[src/sv/ulst_pkg.sv]
`default_nettype none
// ----------------------------------------------------------------------------
// ulst_pkg
// Shared types and constants for the unordered array list core.
// ----------------------------------------------------------------------------
package ulst_pkg;

    localparam int CAPACITY_DEF = 16;
    localparam int MAX_RESULTS  = 16;
    localparam int DATA_W       = 32;
    localparam int FIDX_W       = 4;

    typedef enum logic [1:0] {
        REQ_INSERT = 2'd0,
        REQ_SEARCH = 2'd1,
        REQ_REMOVE = 2'd2,
        REQ_DUMP   = 2'd3
    } t_req;

    typedef enum logic [1:0] {
        ST_OK        = 2'd0,
        ST_FULL      = 2'd1,
        ST_EMPTY     = 2'd2,
        ST_NOT_FOUND = 2'd3
    } t_status;

    typedef enum logic [2:0] {
        S_IDLE   = 3'd0,
        S_SCAN   = 3'd1,
        S_MOVE   = 3'd2,
        S_COMMIT = 3'd3,
        S_DUMP   = 3'd4
    } t_state;

endpackage : ulst_pkg
`default_nettype wire

[src/sv/ulst_ram.sv]
`default_nettype none
// ----------------------------------------------------------------------------
// ulst_ram
// Generic single-write, single-read RAM with a registered read port.
// ----------------------------------------------------------------------------
module ulst_ram #(
    parameter int WIDTH = 32,
    parameter int DEPTH = 16,
    parameter int ADDR_W = (DEPTH > 1) ? $clog2(DEPTH) : 1
) (
    input  wire logic              i_clk,
    input  wire logic              i_we,
    input  wire logic [ADDR_W-1:0] i_waddr,
    input  wire logic [WIDTH-1:0]  i_wdata,
    input  wire logic [ADDR_W-1:0] i_raddr,
    output logic      [WIDTH-1:0]  o_rdata
);

    logic [WIDTH-1:0] r_mem [DEPTH];

    always_ff @(posedge i_clk) begin
        if (i_we) begin
            r_mem[i_waddr] <= i_wdata;
        end
        o_rdata <= r_mem[i_raddr];
    end

endmodule : ulst_ram
`default_nettype wire

[src/sv/unordered_array_list_core.sv]
`default_nettype none
// ----------------------------------------------------------------------------
// unordered_array_list_core
// Bounded unordered list of signed 32-bit values with swap-remove.
//
// Usage: present a request on i_req_type / i_item_value with start high; it
// is taken at a clock edge where busy is low. Insert appends, search returns
// the index of the first match, remove moves the last entry into the slot of
// the first match, dump emits the entries in index order (at most 16).
// Every result is shown on the o_ ports for one cycle with o_strobe high;
// o_last marks the final result of a request. The receiver cannot stall.
// Each result appears the cycle after the deciding cycle. Insert and
// any request on an empty list leave busy low. Search, remove and dump scan
// the entries in index order, since the entry RAM delivers one entry per
// cycle through its single read port; remove then moves the tail entry.
// Reset clears the count; entry contents need no clearing.
// ----------------------------------------------------------------------------
module unordered_array_list_core #(
    parameter int CAPACITY = ulst_pkg::CAPACITY_DEF
) (
    input  wire logic                        i_clk,
    input  wire logic                        i_rst_n,
    input  wire logic                        start,
    output logic                             busy,
    input  wire logic [1:0]                  i_req_type,
    input  wire logic [ulst_pkg::DATA_W-1:0] i_item_value,
    output logic                             o_strobe,
    output logic [1:0]                       o_status,
    output logic [ulst_pkg::FIDX_W-1:0]      o_found_index,
    output logic [ulst_pkg::DATA_W-1:0]      o_entry_value,
    output logic                             o_last
);

    localparam int IDX_W = (CAPACITY > 1) ? $clog2(CAPACITY) : 1;
    localparam int CNT_W = $clog2(CAPACITY + 1);
    localparam int DW    = ulst_pkg::DATA_W;
    localparam int FW    = ulst_pkg::FIDX_W;

    ulst_pkg::t_state  r_state, n_state;
    ulst_pkg::t_req    w_req;
    ulst_pkg::t_status r_status, n_status;

    logic [CNT_W-1:0] r_count, n_count;
    logic [CNT_W-1:0] r_idx, n_idx;
    logic [CNT_W-1:0] r_pend_idx, n_pend_idx;
    logic             r_pend, n_pend;
    logic [IDX_W-1:0] r_pos, n_pos;
    logic [DW-1:0]    r_value, n_value;
    logic             r_value_is_remove, n_value_is_remove;
    logic             r_strobe, n_strobe;
    logic [FW-1:0]    r_found, n_found;
    logic [DW-1:0]    r_entry, n_entry;
    logic             r_last, n_last;

    logic             w_accept;
    logic             w_hit;
    logic             w_scan_end;
    logic             w_dump_end;
    logic             w_full;
    logic             w_empty;
    logic [CNT_W-1:0] w_last_idx;
    logic [CNT_W-1:0] w_dump_n;

    logic             w_we;
    logic [IDX_W-1:0] w_waddr;
    logic [DW-1:0]    w_wdata;
    logic [IDX_W-1:0] w_raddr;
    logic [DW-1:0]    w_rdata;

    ulst_ram #(
        .WIDTH (DW),
        .DEPTH (CAPACITY),
        .ADDR_W(IDX_W)
    ) u_ram (
        .i_clk  (i_clk),
        .i_we   (w_we),
        .i_waddr(w_waddr),
        .i_wdata(w_wdata),
        .i_raddr(w_raddr),
        .o_rdata(w_rdata)
    );

    assign busy       = (r_state != ulst_pkg::S_IDLE);
    assign w_accept   = start && !busy;
    assign w_req      = ulst_pkg::t_req'(i_req_type);
    assign w_full     = (int'(r_count) >= CAPACITY);
    assign w_empty    = (r_count == '0);
    assign w_last_idx = r_count - 1'b1;
    assign w_dump_n   = (int'(r_count) > ulst_pkg::MAX_RESULTS)
                        ? CNT_W'(ulst_pkg::MAX_RESULTS) : r_count;
    assign w_hit      = r_pend && (w_rdata == r_value);
    assign w_scan_end = r_pend && (r_pend_idx == w_last_idx);
    assign w_dump_end = r_pend && (r_pend_idx == w_dump_n - 1'b1);

    // next state
    always_comb begin
        n_state = r_state;
        case (r_state)
            ulst_pkg::S_IDLE: begin
                if (w_accept && !w_empty) begin
                    case (w_req)
                        ulst_pkg::REQ_SEARCH,
                        ulst_pkg::REQ_REMOVE: n_state = ulst_pkg::S_SCAN;
                        ulst_pkg::REQ_DUMP:   n_state = ulst_pkg::S_DUMP;
                        default:              n_state = ulst_pkg::S_IDLE;
                    endcase
                end
            end
            ulst_pkg::S_SCAN: begin
                if (w_hit) begin
                    n_state = (r_value_is_remove) ? ulst_pkg::S_MOVE
                                                  : ulst_pkg::S_IDLE;
                end else if (w_scan_end) begin
                    n_state = ulst_pkg::S_IDLE;
                end
            end
            ulst_pkg::S_MOVE:   n_state = ulst_pkg::S_COMMIT;
            ulst_pkg::S_COMMIT: n_state = ulst_pkg::S_IDLE;
            ulst_pkg::S_DUMP: begin
                if (w_dump_end) begin
                    n_state = ulst_pkg::S_IDLE;
                end
            end
            default: n_state = ulst_pkg::S_IDLE;
        endcase
    end

    // datapath, RAM control and result registers
    always_comb begin
        n_count           = r_count;
        n_idx             = r_idx + 1'b1;
        n_pend            = 1'b0;
        n_pend_idx        = r_idx;
        n_pos             = r_pos;
        n_value           = r_value;
        n_value_is_remove = r_value_is_remove;
        n_strobe          = 1'b0;
        n_status          = ulst_pkg::ST_OK;
        n_found           = '0;
        n_entry           = '0;
        n_last            = 1'b1;
        w_we              = 1'b0;
        w_waddr           = r_count[IDX_W-1:0];
        w_wdata           = i_item_value;
        w_raddr           = r_idx[IDX_W-1:0];
        case (r_state)
            ulst_pkg::S_IDLE: begin
                n_idx             = '0;
                n_value           = i_item_value;
                n_value_is_remove = (w_req == ulst_pkg::REQ_REMOVE);
                if (w_accept) begin
                    case (w_req)
                        ulst_pkg::REQ_INSERT: begin
                            n_strobe = 1'b1;
                            if (w_full) begin
                                n_status = ulst_pkg::ST_FULL;
                            end else begin
                                w_we    = 1'b1;
                                n_count = r_count + 1'b1;
                            end
                        end
                        default: begin
                            // empty list answers at once; otherwise the scan starts
                            if (w_empty) begin
                                n_strobe = 1'b1;
                                n_status = ulst_pkg::ST_EMPTY;
                            end
                        end
                    endcase
                end
            end
            ulst_pkg::S_SCAN: begin
                n_pend = (r_idx < r_count);
                if (w_hit) begin
                    n_pos = r_pend_idx[IDX_W-1:0];
                    if (!r_value_is_remove) begin
                        n_strobe = 1'b1;
                        n_found  = FW'(r_pend_idx);
                    end
                end else if (w_scan_end) begin
                    n_strobe = 1'b1;
                    n_status = ulst_pkg::ST_NOT_FOUND;
                end
            end
            ulst_pkg::S_MOVE: begin
                // fetch the tail entry
                w_raddr = w_last_idx[IDX_W-1:0];
            end
            ulst_pkg::S_COMMIT: begin
                w_we     = 1'b1;
                w_waddr  = r_pos;
                w_wdata  = w_rdata;
                n_count  = w_last_idx;
                n_strobe = 1'b1;
                n_found  = FW'(r_pos);
            end
            ulst_pkg::S_DUMP: begin
                n_pend = (r_idx < w_dump_n);
                if (r_pend) begin
                    n_strobe = 1'b1;
                    n_entry  = w_rdata;
                    n_last   = w_dump_end;
                end
            end
            default: begin
                n_pend = 1'b0;
            end
        endcase
    end

    always_ff @(posedge i_clk) begin
        if (!i_rst_n) begin
            r_state  <= ulst_pkg::S_IDLE;
            r_count  <= '0;
            r_pend   <= 1'b0;
            r_strobe <= 1'b0;
        end else begin
            r_state  <= n_state;
            r_count  <= n_count;
            r_pend   <= n_pend;
            r_strobe <= n_strobe;
        end
    end

    always_ff @(posedge i_clk) begin
        r_idx             <= n_idx;
        r_pend_idx        <= n_pend_idx;
        r_pos             <= n_pos;
        r_value           <= n_value;
        r_value_is_remove <= n_value_is_remove;
        r_status          <= n_status;
        r_found           <= n_found;
        r_entry           <= n_entry;
        r_last            <= n_last;
    end

    assign o_strobe      = r_strobe;
    assign o_status      = r_status;
    assign o_found_index = r_found;
    assign o_entry_value = r_entry;
    assign o_last        = r_last;

endmodule : unordered_array_list_core
`default_nettype wire

[config.mk]
export PLATFORM = sky130hd
export DESIGN_NAME = unordered_array_list_core
export DESIGN_NICKNAME = d
export VERILOG_FILES = /design/src/sv/ulst_pkg.sv /design/src/sv/ulst_ram.sv /design/src/sv/unordered_array_list_core.sv
export SDC_FILE = /design/constraint.sdc
export NUM_CORES = 1
export LEC_CHECK = 0
export ABC_AREA = 1
export BUFFER_PORTS_ARGS = -buffer_cell sky130_fd_sc_hd__buf_2
export CAP_MARGIN = 20
export CORE_AREA = 2 2 336 255
export DETAILED_ROUTE_END_ITERATION = 10
export DIE_AREA = 0 0 338 257
export MAX_ROUTING_LAYER = met4
export SLEW_MARGIN = 20
export SYNTH_ARGS = -nofsm -noshare
export SYNTH_HDL_FRONTEND = slang
export SYNTH_HIERARCHICAL = 1
export SYNTH_SLANG_ARGS = --single-unit
[constraint.sdc]
create_clock -name i_clk -period 7 [get_ports i_clk]
set_input_delay 1.4 -clock i_clk [delete_from_list [all_inputs] [get_ports i_clk]]
set_output_delay 1.4 -clock i_clk [all_outputs]
set_load 0.01 [all_outputs]
# Yosys cells after proc, flatten, opt, wreduce, memory -nomap -nowiden
# Memory sizes are Yosys's and may differ from the RTL's. A register that Yosys moved wholly into a read port is not among the register bits.
# Cells that the tools add are included.
# word_totals
reg_bits,96
mem_bits_rw,512
inputBits,37
wordCells,95
mem_count,1
# op_classes
n_addsub,4
n_lt_le_gt_ge,4
n_eq_ne,16
mux,40
n_reduce_logical,17
# memory_table
memory,words,width,rd,rd_clocked_by_memory_dff,write_ports,line,source
u_ram.r_mem,16,32,1,1,1,ulst_ram.sv:19,logic [WIDTH-1:0] r_mem [DEPTH];
# ops
cell,n
32-bit == test,1
32-bit 2-to-1 mux,1
5-bit 2-to-1 mux,4
4-bit 2-to-1 mux,4
1-bit 2-to-1 mux,13
2-bit 2-to-1 mux,6
3-bit 2-to-1 mux,4
3-bit one-hot mux with 4 select lines,1
5-bit by 1-bit adder with 5-bit output (second input constant),2
5-bit == test,2
5-bit < comparator,2
2-bit inequality test (second input constant),5
5-bit one-hot mux with 2 select lines,1
5-bit by 1-bit subtractor with 5-bit output (second input constant),2
4-bit one-hot mux with 2 select lines,1
3-bit by 2-bit == test with 1-bit output (second input constant),2
3-bit one-hot mux with 2 select lines,1
5-bit greater-or-equal comparator (second input constant),1
5-bit > comparator (second input constant),1
1-bit logical AND,5
5-bit zero test,1
2-bit == test (second input constant),2
1-bit one-hot mux with 2 select lines,2
1-bit one-hot mux with 4 select lines,1
14 further kinds,16

# Longest topological paths before layout
# Gate-level depths: netlist of run 1.
# depth
ltp_word,7
depth_mapped,18

# Cells and area by module
# Netlist of run 1, hierarchy kept.
# modules_own_cells
mod,instances,cells_each,area_per_inst_um2,seq_area_each_um2
ulst_ram,1,2120,22730.6,16015.4
unordered_array_list_core,1,585,4670.7,2292.2

# Worst setup path before layout of run 1
# Ideal clock, no wire load.
# synth_path
path_type,input-to-reg
start,in i_req_type[0]
end,"mem u_ram.r_mem[12][0], enable pin"
setup_time_ps,421
t_arrival_ps,3597
slack_ps,2982
path_stages,7
path_buffers,0
cell_sequence,inv_1 > ha_1 > and3_1 > a21oi_2 > inv_1 > nand3_1 > nor2_1
# synth_via
elab_chain_len,6
# synth_rtl
element,line,source
start: declaration,unordered_array_list_core.sv:25,"input wire logic [1:0] i_req_type,"
2-bit zero test,unordered_array_list_core.sv:152,case (w_req)
1-bit 2-to-1 mux,unordered_array_list_core.sv:152,
1-bit 2-to-1 mux,unordered_array_list_core.sv:151,if (w_accept) begin
1-bit one-hot mux with 2 select lines,unordered_array_list_core.sv:146,case (r_state)
via w_we,unordered_array_list_core.sv:64,logic w_we;
1-bit 2-to-1 mux,ulst_ram.sv:22,if (i_we) begin
1-bit 2-to-1 mux (not written as such),ulst_ram.sv:23,r_mem[i_waddr] <= i_wdata;
end: declaration,ulst_ram.sv:19,
# The timed path passes the listed nets, and every way through them passes these cells.

# Final worst setup path of run 1
# layout_path
start,reg r_state[2]
end,"reg u_ram.o_rdata[30], read port of u_ram.r_mem"
# layout_via
elab_chain_len,2
# layout_rtl
element,line,source
start: declaration,unordered_array_list_core.sv:39,"ulst_pkg::t_state r_state, n_state;"
start signal: assignment,unordered_array_list_core.sv:213,r_state <= ulst_pkg::S_IDLE;
start signal: assignment,unordered_array_list_core.sv:218,r_state <= n_state;
3-bit by 2-bit == test with 1-bit output,unordered_array_list_core.sv:146,
4-bit 2-to-1 mux,unordered_array_list_core.sv:146,
via w_raddr[0],unordered_array_list_core.sv:67,logic [IDX_W-1:0] w_raddr;
end: declaration,ulst_ram.sv:16,output logic [WIDTH-1:0] o_rdata
# The timed path passes the listed nets, and every way through them passes these cells.
# A chain may end at the register's enable or synchronous reset.

==> results of run 1 <==
[final cells by class]
type / count / area, µm² / area share (%)
clock buffers: 74 / 1570 / 5.06
clock inverters: 39 / 438 / 1.41
inverters: 475 / 1790 / 5.76
multi-input cells: 1472 / 6730 / 21.6
flip-flops and latches: 640 / 18300 / 58.9
well taps: 1128 / 1410 / 4.54
repair buffers: 135 / 853 / 2.74
[routing by layer]
layer,up-vias,GRT usage (%),share of wire (%)
li1,8888,-,-
met1,8728,24.8,46
met2,686,24.7,43
met3,98,4.49,9.4
met4,0,3.43,1.7
met5,-,-,0
[final timing paths]
kind | start | slack [ns] | depth (start not counted) | to
max | r_state[2]$_SDFFE_PN0P_ | 2.63 | 13 | u_ram/o_rdata[30]$_DFF_P_
min | n_pend_idx[4]$_SDFF_PP0_ | 0.41 | 0 | r_pend_idx[4]$_DFF_P_
min reg2reg | n_pend_idx[4]$_SDFF_PP0_ | 0.41 | 0 | r_pend_idx[4]$_DFF_P_
max reg2reg | r_state[2]$_SDFFE_PN0P_ | 2.63 | 13 | u_ram/o_rdata[30]$_DFF_P_
[power groups by stage]
| stage | logic (µW) | clock network, µW | registers [µW] |
|---|---|---|---|
| floorplan | 449 | 0 | 4310 |
| global placement | 631 | 0 | 4320 |
| detailed placement | 632 | 0 | 4320 |
| CTS | 635 | 3440 | 4240 |
| global route | 720 | 3590 | 4250 |
| finish | 647 | 3380 | 4240 |
[kinds of logic (layout without fill, tap and decap cells)]
kind of cell,count (synthesis),count (layout)
xor gates and xnor gates,18,18
AOI/OAI and AO/OA,85,85
adders and majority gates,14,14
buffers and inverters,593,723
DFF,640,640
and+or+nand+nor,1355,1355
[synthesized netlist by cell type, drive strengths merged (2+ instances only)]
master,instances,area (µm²)
nand2,834,3160
edfxtp,549,16500
inv,475,1790
nand3,405,2040
buf,97,683
dfxtp,91,1820
nor2,85,332
o21ai,54,270
clkbuf,21,78.8
a21oi,17,88.8
ha,14,175
xnor2,10,87.6
nand4,8,50.1
xor2,8,70.1
nor3,7,46.3
nand3b,6,45.0
nor4,4,25.0
a211oi,3,32.5
a31oi,3,18.8
o31ai,3,22.5
or2,3,18.8
o211ai,2,15.0
[through the flow]
step           hold slack, ns  total power (µW)  area (µm²)  instances
3_3_place_gp            0.399              4950       29100       3849
5_1_grt                 0.427              8560       31100       3963
6_report                0.409              8270       31100       3963
4_1_cts                 0.415              8320       31100       3962
3_5_place_dp            0.405              4950       29100       3849
2_1_floorplan           0.381              4760       27400       2705
[flip-flops by register name, indices dropped and copies added, names as in the netlist, 2 cells and up]
| signal | count |
|---|---|
| o_entry_value | 32 |
| n_pend_idx | 5 |
| r_value | 32 |
| u_ram/o_rdata | 32 |
| r_state | 3 |
| r_pos | 4 |
| r_pend_idx | 5 |
| u_ram/r_mem | 512 |
| r_count | 5 |
| o_status | 2 |
| o_found_index | 4 |
[cell usage in the layout (no fill, tap or decap), types with 6 or more instances in the layout]
cell / synthesis / layout
nand2_2: 7 / 7
nand4_1: 8 / 8
clkinv_2: 0 / 12
buf_2: 44 / 77
nand3_1: 402 / 402
a21oi_1: 16 / 16
xnor2_1: 10 / 10
o21ai_0: 51 / 45
xor2_1: 8 / 8
nor2_1: 82 / 65
clkbuf_1: 21 / 12
inv_1: 467 / 464
clkinv_1: 0 / 14
nor2_4: 1 / 18
clkbuf_16: 0 / 60
nand2_1: 825 / 825
edfxtp_1: 549 / 549
buf_4: 6 / 56
inv_2: 7 / 9
bufinv_16: 0 / 9
ha_1: 14 / 14
dfxtp_1: 91 / 91
nor3_1: 6 / 6
nand3b_1: 6 / 6
[worst register-to-register path: stages, from the launching register on]
cell,delay (ns)
dfxtp_1,0.38
nor3_1,0.83
inv_1,0.36
nand2_1,0.21
o21ai_4,0.08
buf_12,0.30
inv_8,0.86
buf_4,0.66
nand2_1,0.15
nand2_1,0.08
nand2_1,0.05
nand3_1,0.11
nand3_1,0.12
nand2_1,0.12
==> metrics.txt, run 1 <==
status finished, final reports clean; Antenna Diode Count 0; half-perimeter wire length after placement 39,400 µm; worst IR drop on VDD 0.209 mV; Inserted Clock Buffers 60; post-synthesis share of cell area spent on xor and xnor gates 0.575%; adder-cell share of the synthesized area 0.639%; Total Routing Usage GR 17.3%; Hold Vio Cnt, Final 0; worst clock skew approximately 0.025 ns; net switching power a little under 2000 µW; LEAKAGE about 0.013 µW; total number of placement rows 92; RSZ-0062 raised after global routing false; synthesis-to-layout area growth 13.5%; Int Pwr 6310 µW; share of total power in the clock network roughly two fifths; Unique masters post-synth 43; fill cell instance count of the final layout 8,129; number of warnings issued by yosys 6; initial core utilization about 33%; headroom to the max-slew limit 22.8%; number of flip-flops and latches in the synthesized netlist 640; sum of overflow across all layers after global routing 0; post-route fraction of the period consumed by the critical path 62.4%; worst setup path category reg -> reg; worst skew pair latency 0.65 ns; Antenna Nets Post-Route 0; type of the tightest min-delay check reg -> reg; simple-gate share of the synthesized area a little over a fifth; data arrival time at the worst-slack endpoint 4.94 ns; time the worst path needs with I/O delays and setup 4.37 ns; Net Count, Synth 2,756; via count 18.4k; post-synthesis sequential area ratio about two thirds; CTS tree yes; layout net count 2,835; critical path's slowest cell nor3_1; sequence of cells on the critical path nor3_1 > inv_1 > nand2_1 > o21ai_4 > buf_12 > inv_8 > buf_4 > nand2_1 > nand2_1 > nand2_1 > nand3_1 > nand3_1 > nand2_1; Setup violations, final 0; worst setup slack after placement 2.67 ns; Residual DRC 0; routability congestion estimate from global placement 0.873; CP Data Required Time 7.56 ns; dominant combinational cell family by area after synthesis simple AND/OR/NAND/NOR gates; layout cells sized above 1 under 10%; core area 83,500 µm²; nature of the critical path endpoint flop; routed length per placed instance 18.6 µm; ports placed on the boundary 78; sw frac 23.7%; number of global-route vias before repair 16.8k; compound-gate portion of the synthesized area 1.72%; count of buffering cells on the critical path with inverters included 4; logic gate share of total power between 7 and 8%; crit path setup slack, layout roughly 2.6 ns; Mean Syn Cell Area 10.1 µm²; Setup Buffers After CTS 0; Slowest Stage Delay on Critical Path roughly 0.83 ns; post-cts repair resize count 0; pin slew with the least headroom to its limit ~1.2 ns; Finished Core Util a little under two fifths; highest achievable clock rate between 200 and 250 MHz; max-slew violation total from the final report 0; largest net degree at the start of global routing around 170; number of buffers on the longest clock path 3; Reg clk slew, reported paths 0.06 ns; quantity of hold-fixing buffers added after cts 0; initial antenna violation count 2; total negative setup slack 0 ns; number of standard cells after synthesis 2,705; number of synthesized flops with an enable pin 549; Die Area 86,900 µm²; floorplan die height 257 µm; first drt pass iteration count 6; Die X-Extent ~340 µm; DRC violation total after the first TritonRoute iteration 2,146; multiplexer fraction of the synthesized cell area 0%; via/cell ratio 4.64; largest driver fanout on the critical path between 150 and 200; clock sink count 640; Post-Route WL ~74,000 µm; crit-path leading delay family buffers and inverters; most instantiated flip-flop cell in the synthesis netlist edfxtp_1; power density of the placed cells 266 nW/µm²; max-cap violations 0; cell chosen for the clock root clkbuf_16; count of H-tree levels built during CTS 2; FFs w/ async S/R, synth 0%; sequential share of power 51.3%; IO Port Bufs 77; startpoint type of the worst setup path flop; wire length of the first global-routing pass approximately 110,000 µm; mapped cell area 27,400 µm²; crit-path most repeated cell nand2_1
(Power assumes the default switching activity.)
==> inputs of run 2 (changes only) <==
==> constraint.sdc (replaced) <==
create_clock -name i_clk -period 4.5 [get_ports i_clk]
set_input_delay 0.9 -clock i_clk [delete_from_list [all_inputs] [get_ports i_clk]]
set_output_delay 0.9 -clock i_clk [all_outputs]
set_load 0.01 [all_outputs]
==> run 2 against run 1 <==
  * Fmax rose by 42%
  * Count of clock-buffer cells in the layout rose by 13
  * Clock power rose by 62%
  * Global-route usage fell by 0.29 points
  * Clock skew rose by 0.0082 ns
  * Sequential power rose by 56%
  * Largest cell class unchanged
  * Critical path type unchanged
==> metrics.txt, run 2 (synthesis gave the netlist of run 1 again) <==
status finished, final reports clean (unchanged); origin of the critical flop-to-flop path r_state[2]$_SDFFE_PN0P_ (unchanged); Setup violations, final 0 (unchanged); Antenna Diode Count 0 (unchanged); highest achievable clock rate 325 MHz (was 229 MHz); wire length of the first global-routing pass 108,000 µm (was 109,000 µm); Total Routing Usage GR 17.0% (was 17.3%); routability congestion estimate from global placement 0.860 (was 0.873); Hold Crit Start n_pend_idx[4]$_SDFF_PP0_ (unchanged); Setup Buffers After CTS 0 (unchanged); WHS Endpoint r_pend_idx[4]$_DFF_P_ (unchanged); headroom to the max-slew limit 27.6% (was 22.8%); number of buffers on the longest clock path 3 (unchanged); fill cell instance count of the final layout 8,136 (was 8,129); max-slew violation total from the final report 0 (unchanged); via/cell ratio 4.63 (was 4.64); IO Port Bufs 77 (unchanged); nature of the critical path endpoint flop (unchanged); footprint of the flip-flops and latches 18,300 µm² (unchanged); worst reg-to-reg path cell count 6 (was 13); Inserted Clock Buffers 59 (was 60); time the worst path needs with I/O delays and setup 3.07 ns (was 4.37 ns); via count 18.4k (about the same); routed length per placed instance 18.2 µm (was 18.6 µm); highest-count cells in the layout ignoring fill and taps nand2_1, edfxtp_1, inv_1 (unchanged); worst setup path category reg -> reg (unchanged); Slowest Stage Delay on Critical Path 0.63 ns (was 0.83 ns); largest net degree at the start of global routing 137 (was 171); Die X-Extent 338 µm (unchanged); worst hold path stage count 0 (unchanged); final hold slack 0.409 ns (about the same); type of the tightest min-delay check reg -> reg (unchanged); Multi-input gate area 6720 µm² (was 6730 µm²); first drt pass iteration count 6 (unchanged); post-layout power 13,100 µW (was 8270 µW); pin slew with the least headroom to its limit 1.08 ns (was 1.16 ns); worst IR drop on VDD 0.371 mV (was 0.209 mV); sum of overflow across all layers after global routing 0 (unchanged); clock sink count 640 (unchanged); DRC violation total after the first TritonRoute iteration 2,203 (was 2,146); post-cts repair resize count 0 (unchanged); Residual DRC 0 (unchanged); post-route fraction of the period consumed by the critical path 68.3% (was 62.4%); total negative setup slack 0 ns (unchanged); leading cell type in the layout, fill and taps excluded nand2_1 (unchanged); Antenna Nets Post-Route 0 (unchanged); critical path's slowest cell nor2_4 (was nor3_1); capturing point of the worst reg2reg path u_ram/r_mem[14][7]$_DFFE_PP_ (was u_ram/o_rdata[30]$_DFF_P_); Die Area 86,900 µm² (unchanged); layout net count 2,838 (was 2,835); half-perimeter wire length after placement 42,600 µm (was 39,400 µm); LEAKAGE 0.0133 µW (was 0.0132 µW); RSZ-0062 raised after global routing false (unchanged); layout cells sized above 1 10.4% (was 9.84%); startpoint type of the worst setup path flop (unchanged); number of flip-flops under the largest register name 512 (unchanged); r2r setup slk 1.43 ns (was 2.63 ns); initial antenna violation count 2 (unchanged); Reg clk slew, reported paths 0.07 ns (was 0.06 ns); Reg with most FFs u_ram/r_mem (unchanged); count of H-tree levels built during CTS 2 (unchanged); largest driver fanout on the critical path 20 (was 170); CP Data Required Time 4.83 ns (was 7.56 ns); worst setup slack after placement 1.08 ns (was 2.67 ns); cell chosen for the clock root clkbuf_16 (unchanged); number of global-route vias before repair 17.0k (was 16.8k); sequence of cells on the critical path nor3_4 > nand2_1 > o21ai_0 > nand3_1 > nor2_4 > buf_12 (was nor3_1 > inv_1 > nand2_1 > o21ai_4 > buf_12 > inv_8 > buf_4 > nand2_1 > nand2_1 > nand2_1 > nand3_1 > nand3_1 > nand2_1); worst skew pair latency 0.66 ns (was 0.65 ns); crit path setup slack, layout 1.43 ns (was 2.63 ns); worst clock skew 0.0332 ns (was 0.0250 ns); synthesis-to-layout area growth 14.7% (was 13.5%); core area 83,500 µm² (unchanged); ports placed on the boundary 78 (unchanged); initial core utilization 32.8% (unchanged); total number of placement rows 92 (unchanged); data arrival time at the worst-slack endpoint 3.40 ns (was 4.94 ns); Post-Route WL 72,100 µm (was 73,800 µm); max-cap violations 0 (unchanged); quantity of hold-fixing buffers added after cts 0 (unchanged); Hold Vio Cnt, Final 0 (unchanged); floorplan die height 257 µm (unchanged); power density of the placed cells 418 nW/µm² (was 266 nW/µm²); CTS tree yes (unchanged)
## run 2: cell types whose count changed in the layout (fill, tap and decap cells not counted), moves of 2 or more
| cell | change |
|---|---|
| bufinv_16 | -5 |
| clkinv_2 | -2 |
| o21ai_2 | -2 |
| clkinv_1 | -12 |
| clkbuf_1 | -5 |
| inv_16 | +2 |
| clkbuf_16 | +8 |
| clkinv_4 | +3 |
| clkbuf_8 | +10 |
| buf_4 | -9 |
| buf_12 | +14 |
## run 2: worst max path at each step
stage / to / cells past startpoint / start / slack, ns
after global routing: u_ram/r_mem[15][6]$_DFFE_PP_ / 7 / r_state[0]$_SDFFE_PN0P_ / 1.22
after CTS: u_ram/r_mem[15][6]$_DFFE_PP_ / 6 / r_state[2]$_SDFFE_PN0P_ / 1.40
after global placement: u_ram/r_mem[4][15]$_DFFE_PP_ / 9 / i_req_type[0] / 1.12
after detailed placement: u_ram/r_mem[15][10]$_DFFE_PP_ / 9 / i_req_type[0] / 1.08
final: u_ram/r_mem[14][7]$_DFFE_PP_ / 6 / r_state[2]$_SDFFE_PN0P_ / 1.43
after floorplan: u_ram/r_mem[12][0]$_DFFE_PP_ / 7 / i_req_type[0] / 0.98
## run 2: cell type report
type | instances | share of cell area, %
tap | 1128 | 4.49
clock buffer | 87 | 6.02
clock inverter | 24 | 0.852
timing repair buffer | 139 | 3.30
inverter | 475 | 5.70
sequential | 640 | 58.2
multi-input combinational | 1472 | 21.4
## run 2: per-stage QoR
stage / cells / cell area (µm²) / util [%]
6_report: 3965 / 31400 / 37.7
2_1_floorplan: 2705 / 27400 / -
3_5_place_dp: 3854 / 29300 / 35.1
4_1_cts: 3965 / 31400 / 37.7
5_1_grt: 3965 / 31400 / 37.7
3_3_place_gp: 3854 / 29300 / 35.1
## run 2: layer usage
layer / vias to the layer above / track usage, % / wire, µm
li1: 8893 / - / -
met1: 8583 / 26.1 / 34900
met2: 791 / 22.2 / 28200
met3: 84 / 4.20 / 7700
met4: 0 / 3.84 / 1320
met5: - / - / 0
## run 2: critical path: cells and delay by family, from the launching register on
kind | cells | cell delay (ns)
AO/OA/AOI/OAI | 1 | 0.25
buffers and inverters | 1 | 0.28
flip-flops | 1 | 0.38
AND/OR/NAND/NOR | 4 | 1.83
## run 2: power breakdown
group          total, µW  internal (µW)  switching [µW]
Sequential          6600           6540            61.2
Clock               5470           3170            2300
Combinational       1060            281             776
Total              13100           9980            3140
